==> config.mk <==
export PLATFORM = sky130hd
export DESIGN_NAME = ckh_ctrl
export DESIGN_NICKNAME = d
export VERILOG_FILES = /design/src/rtl/ckh_pkg.sv /design/src/rtl/ckh_ctrl.sv
export SDC_FILE = /design/constraint.sdc
export NUM_CORES = 1
export LEC_CHECK = 0
export ABC_AREA = 1
export BUFFER_PORTS_ARGS = -buffer_cell sky130_fd_sc_hd__buf_2
export CORE_MARGIN = 2
export CORE_UTILIZATION = 30
export CTS_BUF_LIST = sky130_fd_sc_hd__clkbuf_2
export CTS_CLUSTER_DIAMETER = 50
export DETAILED_ROUTE_END_ITERATION = 16
export GPL_TIMING_DRIVEN = 0
export RECOVER_POWER = 25
export SETUP_SLACK_MARGIN = 0.1
export SLEW_MARGIN = 15
export SYNTH_ARGS = -nofsm -noshare
export SYNTH_HDL_FRONTEND = slang
export SYNTH_SLANG_ARGS = --single-unit
==> constraint.sdc <==
create_clock -name clk_i -period 1.3 [get_ports clk_i]
set_input_delay 0.13 -clock clk_i [delete_from_list [all_inputs] [get_ports clk_i]]
set_output_delay 0.13 -clock clk_i [all_outputs]
set_load 0.005 [all_outputs]
==> src/rtl/ckh_pkg.sv <==
// ----------------------------------------------------------------------------
// ckh_pkg: shared types and constants for the three-way cuckoo hash table
// Hash coefficients, table geometry, status and function codes, and the
// command/status records between the controller and the datapath.
// ----------------------------------------------------------------------------
package ckh_pkg;

  localparam int TableSize    = 1024;
  localparam int AddrW        = $clog2(TableSize);
  localparam int KicksPerHash = 17;
  localparam int KickW        = $clog2(KicksPerHash + 1);

  // func codes
  localparam logic [1:0] FuncInsert = 2'd0;
  localparam logic [1:0] FuncRemove = 2'd1;

  // status codes
  localparam logic [2:0] StUpdated  = 3'd0;
  localparam logic [2:0] StInserted = 3'd1;
  localparam logic [2:0] StRemoved  = 3'd2;
  localparam logic [2:0] StFound    = 3'd3;
  localparam logic [2:0] StNotFound = 3'd4;
  localparam logic [2:0] StFull     = 3'd5;
  localparam logic [2:0] StZeroKey  = 3'd6;

  // hash coefficients A, B, C and prime, one row per hash
  localparam logic [31:0] CoefA [3] = '{32'd58193,   32'd711929,  32'd459257};
  localparam logic [31:0] CoefB [3] = '{32'd1258207, 32'd1810057, 32'd808481};
  localparam logic [31:0] CoefC [3] = '{32'd2808193, 32'd9767,    32'd2958259};
  localparam logic [31:0] Prime [3] = '{32'd308383,  32'd608459,  32'd1358333};
  // floor(2^32 / prime), for the reciprocal remainder
  localparam logic [31:0] Recip [3] = '{32'd13927,   32'd7058,    32'd3161};

  // datapath commands
  typedef struct packed {
    logic       load_in;    // capture the input word
    logic       hash_start; // start hashing the working key
    logic [1:0] hash_sel;   // which hash
    logic       hash_in;    // hash operand: 0 input key, 1 key in hand
    logic       rd;         // read both stores at the hashed slot
    logic       wr_key;     // write key store
    logic       wr_val;     // write value store
    logic [1:0] wr_src;     // 0 input key/value, 1 key/value in hand, 2 clear key
    logic       swap;       // key in hand <= resident entry; hash the resident
    logic       clr;        // address the stores from the clearing sweep
    logic       set_res;    // load result
    logic [2:0] res_status;
    logic       res_val;    // value_out from read data
    logic       res_home;   // homeless from the evicted resident
  } ckh_cmd_t;

  typedef struct packed {
    logic hash_done;
    logic key_zero;
    logic hit;    // read key equals input key
    logic empty;  // read key is zero
  } ckh_sts_t;

  localparam logic [1:0] SrcIn    = 2'd0;
  localparam logic [1:0] SrcHand  = 2'd1;
  localparam logic [1:0] SrcClear = 2'd2;

endpackage

==> src/rtl/ckh_ctrl.sv <==
// ----------------------------------------------------------------------------
// ckh_ctrl: operation sequencer
// Probes up to three slots, then runs the kick chain for inserts that miss.
// ----------------------------------------------------------------------------
module ckh_ctrl (
  input  logic              clk_i,
  input  logic              rst_ni,
  input  logic              in_valid_i,
  output logic              in_ready_o,
  input  logic [1:0]        func_i,
  output logic              out_valid_o,
  input  logic              out_ready_i,
  output ckh_pkg::ckh_cmd_t cmd_o,
  input  ckh_pkg::ckh_sts_t sts_i
);
  import ckh_pkg::*;

  typedef enum logic [7:0] {
    SIdle  = 8'b00000001, SCheck = 8'b00000010, SProbe = 8'b00000100,
    SRead  = 8'b00001000, SEval  = 8'b00010000, SKHash = 8'b00100000,
    SKRead = 8'b01000000, SKEval = 8'b10000000
  } state_e;

  state_e      state_q, state_d;
  logic [1:0]  func_q, func_d, h_q, h_d;
  logic [KickW-1:0] k_q, k_d;
  logic        ov_q, ov_d;

  assign in_ready_o  = (state_q == SIdle) && !ov_q;
  assign out_valid_o = ov_q;

  always_comb begin
    state_d = state_q; func_d = func_q; h_d = h_q; k_d = k_q;
    ov_d    = ov_q && !out_ready_i;
    cmd_o   = '0;
    cmd_o.hash_sel = h_q;
    case (state_q)
      SIdle: if (in_valid_i && in_ready_o) begin
        cmd_o.load_in = 1'b1;
        func_d = func_i; h_d = 2'd0; state_d = SCheck;
      end
      SCheck: begin
        if (sts_i.key_zero) begin
          cmd_o.set_res = 1'b1; cmd_o.res_status = StZeroKey;
          ov_d = 1'b1; state_d = SIdle;
        end else begin
          cmd_o.hash_start = 1'b1; state_d = SProbe;
        end
      end
      SProbe: if (sts_i.hash_done) begin
        cmd_o.rd = 1'b1; state_d = SRead;
      end
      SRead: state_d = SEval;
      SEval: begin
        if (sts_i.hit) begin
          cmd_o.set_res = 1'b1; ov_d = 1'b1; state_d = SIdle;
          case (func_q)
            FuncInsert: begin
              cmd_o.wr_val = 1'b1; cmd_o.wr_src = SrcIn; cmd_o.res_status = StUpdated;
            end
            FuncRemove: begin
              cmd_o.wr_key = 1'b1; cmd_o.wr_src = SrcClear; cmd_o.res_status = StRemoved;
            end
            default: begin
              cmd_o.res_status = StFound; cmd_o.res_val = 1'b1;
            end
          endcase
        end else if (h_q != 2'd2) begin
          h_d = h_q + 2'd1; cmd_o.hash_sel = h_d;
          cmd_o.hash_start = 1'b1; state_d = SProbe;
        end else if (func_q == FuncInsert) begin
          h_d = 2'd0; k_d = '0; cmd_o.hash_sel = 2'd0;
          cmd_o.hash_start = 1'b1; state_d = SKHash;
        end else begin
          cmd_o.set_res = 1'b1; cmd_o.res_status = StNotFound;
          ov_d = 1'b1; state_d = SIdle;
        end
      end
      SKHash: begin
        cmd_o.hash_in = 1'b1;
        if (sts_i.hash_done) begin
          cmd_o.rd = 1'b1; state_d = SKRead;
        end
      end
      SKRead: state_d = SKEval;
      SKEval: begin
        // write hand into slot; resident becomes hand
        cmd_o.wr_key = 1'b1; cmd_o.wr_val = 1'b1; cmd_o.wr_src = SrcHand;
        if (sts_i.empty) begin
          cmd_o.set_res = 1'b1; cmd_o.res_status = StInserted;
          ov_d = 1'b1; state_d = SIdle;
        end else if (k_q == KickW'(KicksPerHash - 1) && h_q == 2'd2) begin
          // kick chain exhausted: the evicted resident is homeless
          cmd_o.set_res = 1'b1; cmd_o.res_status = StFull; cmd_o.res_home = 1'b1;
          ov_d = 1'b1; state_d = SIdle;
        end else begin
          // rehash the resident with the hash of the current group
          cmd_o.swap = 1'b1; cmd_o.hash_start = 1'b1; cmd_o.hash_sel = h_q;
          state_d = SKHash;
          if (k_q == KickW'(KicksPerHash - 1)) begin
            k_d = '0;
            h_d = h_q + 2'd1;
          end else begin
            k_d = k_q + KickW'(1);
          end
        end
      end
      default: state_d = SIdle;
    endcase
  end

  always_ff @(posedge clk_i or negedge rst_ni) begin
    if (!rst_ni) begin
      state_q <= SIdle; func_q <= '0; h_q <= '0; k_q <= '0; ov_q <= 1'b0;
    end else begin
      state_q <= state_d; func_q <= func_d; h_q <= h_d; k_q <= k_d; ov_q <= ov_d;
    end
  end
endmodule

==> out/qor.csv <==
stage;metric;value;unit
outcome;run status;finished, violations left;
outcome;failing checks;negative setup slack;
logic_synthesis;Syn Nets;222;
power;sequential cell fraction of total power;0.292;
worst_setup_path;data arrival at the endpoint of the critical path;1.74;ns
place;placed cells;286;
drt;count of unresolved DRC violations after routing;0;
global_route;number of antenna violations at the first check in global routing;0;
logic_synthesis;distinct cell type count of the synthesized netlist;24;
logic_synthesis;instance count of the mapped netlist;206;
drt;M1 WL;2.06;mm
global_route;global-route usage over all layers;0.183;
drt;Via-to-Cell Ratio;4.77;
power;Comb pwr share;0.605;
clock_network;root cell of the clock tree;sky130_fd_sc_hd__clkbuf_2;
worst_setup_path;cell type group with the largest total delay on the critical path;simple AND/OR/NAND/NOR gates;
clock_network;TritonCTS clock tree;yes;
floorplanning;core region area;4380;sq um
layout;count of non-filler cells in the finished layout;350;
worst_setup_path;most used cell, CP;sky130_fd_sc_hd__nand2_4;
drt;routed wire length;4.94;mm
global_route;global-route wire length before repair;7.45;mm
worst_setup_path;cell count of the worst reg-to-reg path;12;
drt;length of the first detailed-routing pass in iterations;4;
sta;Final Max Tran Viols;0;
drt;met2 WL post-DR;2.52;mm
sta;actual transition at the worst max-transition pin;0.525;ns
place;hpwl dp;2.53;mm
floorplanning;die span in x;71.5;um
layout;fin util;0.574;
worst_setup_path;Worst Path Required;1.17;ns
drt;Routed Antenna Nets;0;
sta;relative max-transition margin;0.650;
worst_setup_path;reg-to-reg critical path endpoint;k_q[0];
logic_synthesis;share of synthesized area occupied by flip-flops and latches;0.330;
sta;count of final hold-check violations;0;
logic_synthesis;area of the mapped netlist;1370;sq um
layout;share of final-layout standard cells stronger than drive strength 1;0.601;
worst_setup_path;slowest library cell on the worst path;sky130_fd_sc_hd__dfrtp_1;
floorplanning;Die Span Y;71.5;um
worst_setup_path;total stage count of the critical path;7;
clock_network;Clk pin slew, worst setup/hold paths;0.19;ns
global_route;maximum number of pins on one net before global-route repair;19;
floorplanning;IO Count;30;
sta;worst setup slack after layout;-0.566;ns
place;pre-CTS setup slack;-0.305;ns
worst_setup_path;flop-to-flop setup slack;-0.48;ns
sta;final critical delay including setup and external delays;1.87;ns
worst_setup_path;reg-to-reg critical path startpoint;state_q[0];
place;number of port buffers;28;
clock_network;Num CTS Buffers;3;
power;Clk pwr share;0.103;
power;Int Power;1.40;mW
logic_synthesis;number of warnings printed during yosys synthesis;0;
clock_network;clock tree sinks;18;
worst_setup_path;capturing instance or port of the critical path;cmd_o[15];
drt;violation count after the first detailed-route iteration;58;
worst_setup_path;highest cell delay on the worst timing path;0.47;ns
worst_setup_path;cell-by-cell trace of the critical path;nor2_2 -> nand2_4 -> nor2_8 -> nand2_4 -> or2_4 -> o21ai_2 -> buf_2;
global_route;GRT Residual Overflow;0;
worst_setup_path;Critical Setup Path Class;flop to primary output;
logic_synthesis;cell type contributing the most total cell area after synthesis;sky130_fd_sc_hd__dfrtp_1;
power;static power due to leakage;1.38;nW
worst_setup_path;Critical Path End Type;primary output;
sta;RSZ-0062 raised after global routing;yes;
hold_path;number of instances on the worst hold path;3;
sta;final worst-path cycle share;1.44;
floorplanning;Die Area;5110;sq um
floorplanning;standard-cell row count;24;
drt;met3 wire length;202;um
logic_synthesis;top-area cell type share of the netlist area;0.311;
logic_synthesis;syn avg cell area;6.64;sq um
power;power consumption;2.52;mW
clock_network;clock latency on the worst-skew pair;0.31;ns
hold_path;worst min path class;input port to flop;
sta;post-route clock skew;0.00271;ns
worst_setup_path;worst path buffer plus inverter count;1;
clock_network;maximum clock insertion buffer count;2;
floorplanning;starting density of the core;0.312;
place;weighted congestion reported at the end of routability-driven placement;0.808;
worst_setup_path;launching element of the worst setup path;state_q[5];
logic_synthesis;top area cells in the synthesized netlist;sky130_fd_sc_hd__dfrtp_1 31%, sky130_fd_sc_hd__nand2_1 17%, sky130_fd_sc_hd__inv_1 8.5%, sky130_fd_sc_hd__nor2_1 7.4%, sky130_fd_sc_hd__nand3_1 7.3%;
sta;achievable clock frequency;536;MHz
layout;number of diodes;0;
drt;per-cell routed wire length;14.1;um
drt;highest signal layer in the routed design;met4;
power;worst vdd ir;0.884;mV
layout;filler cell count;368;
global_route;number of global-route vias before repair;1640;
power;Switching Power;1.12;mW
flow_run;max-cap violations;0;
power;Net Sw Frac;0.443;
worst_setup_path;CP startpoint kind;flop;
sta;Finish-stage setup viols;35;
layout;Final Net Count;315;
power;power density over the cells;1000;nW/um^2
logic_synthesis;flip-flop and latch count after synthesis;18;
layout;signed area change from the synthesized netlist to the final layout;84.2;%
drt;Vias;1671;
sta;final hold slack;0.0162;ns
clock_network;H-tree level count;1;
worst_setup_path;Max Fanout on Critical Path;4;
-- worst min-delay path by stage --
stage / startpoint / endpoint / slack [ns]
floorplan: rst_ni / func_q[0] / -0.17
global placement: rst_ni / k_q[0] / 0.09
detailed placement: rst_ni / k_q[3] / 0.09
CTS: func_i[1] / func_q[1] / 0.009
global route: func_i[1] / func_q[1] / 0.01
finish: func_i[1] / func_q[1] / 0.02
-- registers in the layout, summed over array words and instances (netlist names) --
register     cells
k_q              5
h_q              2
state_q          8
func_q           2
out_valid_o      1
-- per-layer routing --
metal / global-route usage / up-vias
met5: 0 / -
met4: 0.0524 / 0
met3: 0.0295 / 14
met2: 0.325 / 52
met1: 0.228 / 790
li1: - / 815
-- final cells by class --
type,count,area [sq um],area share
Buffer,1,7.51,0.00298
Clock buffer,3,15.0,0.00596
Clock inverter,1,3.75,0.00149
Inverter,36,148,0.0586
Multi-Input combinational cell,151,1130,0.451
Sequential cell,18,453,0.180
Tap cell,52,65.1,0.0258
Timing Repair Buffer,88,692,0.275
-- worst reg2reg max path, cell delays in order, from the launching register on --
cell and delay [ns]:
sky130_fd_sc_hd__dfstp_2 0.61, sky130_fd_sc_hd__nor2_4 0.05, sky130_fd_sc_hd__nand2_4 0.13, sky130_fd_sc_hd__buf_6 0.13, sky130_fd_sc_hd__inv_8 0.04, sky130_fd_sc_hd__nand2_4 0.08, sky130_fd_sc_hd__nor2_4 0.04, sky130_fd_sc_hd__buf_4 0.13
sky130_fd_sc_hd__buf_6 0.11, sky130_fd_sc_hd__nor2_4 0.16, sky130_fd_sc_hd__nand2_4 0.10, sky130_fd_sc_hd__nand2_2 0.06, sky130_fd_sc_hd__nand2_1 0.05
-- cell families (layout without fill, tap and decap cells) --
group                      after synthesis  after routing  share of synthesized area
buffers and inverters                   37            129                      0.104
DFF                                     18             18                      0.330
other                                    1              1                    0.00274
and+or+nand+nor                        127            127                      0.435
AOI/OAI and AO/OA                       15             15                     0.0604
adders and majority gates                6              6                     0.0549
xor gates and xnor gates                 2              2                     0.0128
-- power by group through the flow --
stage | Sequential [mW] | Clock [mW] | Combinational (mW)
after CTS | 0.719 | 0.268 | 1.13
after global placement | 0.728 | 0 | 0.715
after global routing | 0.744 | 0.294 | 1.63
after floorplan | 0.719 | 0 | 0.530
after detailed placement | 0.730 | 0 | 0.717
final | 0.735 | 0.260 | 1.52
-- synth_stat cells --
cell type and count:
sky130_fd_sc_hd__buf_4 1, sky130_fd_sc_hd__nand2_1 61, sky130_fd_sc_hd__or2_2 1, sky130_fd_sc_hd__nand4_1 2
sky130_fd_sc_hd__o211ai_1 3, sky130_fd_sc_hd__nor2_4 4, sky130_fd_sc_hd__xor2_1 2, sky130_fd_sc_hd__nor2_8 1
sky130_fd_sc_hd__nand2_2 4, sky130_fd_sc_hd__o21ai_1 2, sky130_fd_sc_hd__or2_1 1, sky130_fd_sc_hd__ha_1 6
sky130_fd_sc_hd__a21oi_1 1, sky130_fd_sc_hd__dfstp_2 1, sky130_fd_sc_hd__inv_1 31, sky130_fd_sc_hd__inv_2 5
sky130_fd_sc_hd__nor2_2 3, sky130_fd_sc_hd__nand2_4 2, sky130_fd_sc_hd__conb_1 1, sky130_fd_sc_hd__nand3b_1 1
sky130_fd_sc_hd__dfrtp_1 17, sky130_fd_sc_hd__nor2_1 27, sky130_fd_sc_hd__nand3_1 20, sky130_fd_sc_hd__o21ai_0 9
-- through the flow --
stage,TNS [ns],cell area (sq um)
final,-14.42,2520
after floorplan,-0.263,1410
after CTS,-12.05,2130
after global placement,-4.31,1610
after global routing,-18.28,2520
after detailed placement,-4.09,1610
-- placed cells by master (no fill, tap or decap), types with 5 or more instances in the layout --
cell type                  n
sky130_fd_sc_hd__nand2_1  35
sky130_fd_sc_hd__nor2_2    7
sky130_fd_sc_hd__nand3_4   6
sky130_fd_sc_hd__o21ai_2   5
sky130_fd_sc_hd__o21ai_1   5
sky130_fd_sc_hd__nand2_4  14
sky130_fd_sc_hd__nor2_1   12
sky130_fd_sc_hd__nand3_1  11
sky130_fd_sc_hd__nor2_4   15
sky130_fd_sc_hd__inv_1    21
sky130_fd_sc_hd__inv_2    12
sky130_fd_sc_hd__buf_6    23
sky130_fd_sc_hd__buf_2    25
sky130_fd_sc_hd__dfrtp_1  16
sky130_fd_sc_hd__nand2_2  17
sky130_fd_sc_hd__buf_4    36
-- timing repair --
item                       CTS  global route
pin swaps                   26            23
setup buffers               34            27
hold endpoints to repair    19             1
resized for setup           70            60
setup endpoints to repair   34            35
hold buffers                 3             1
Note: power is estimated with default switching activity, not from simulation.
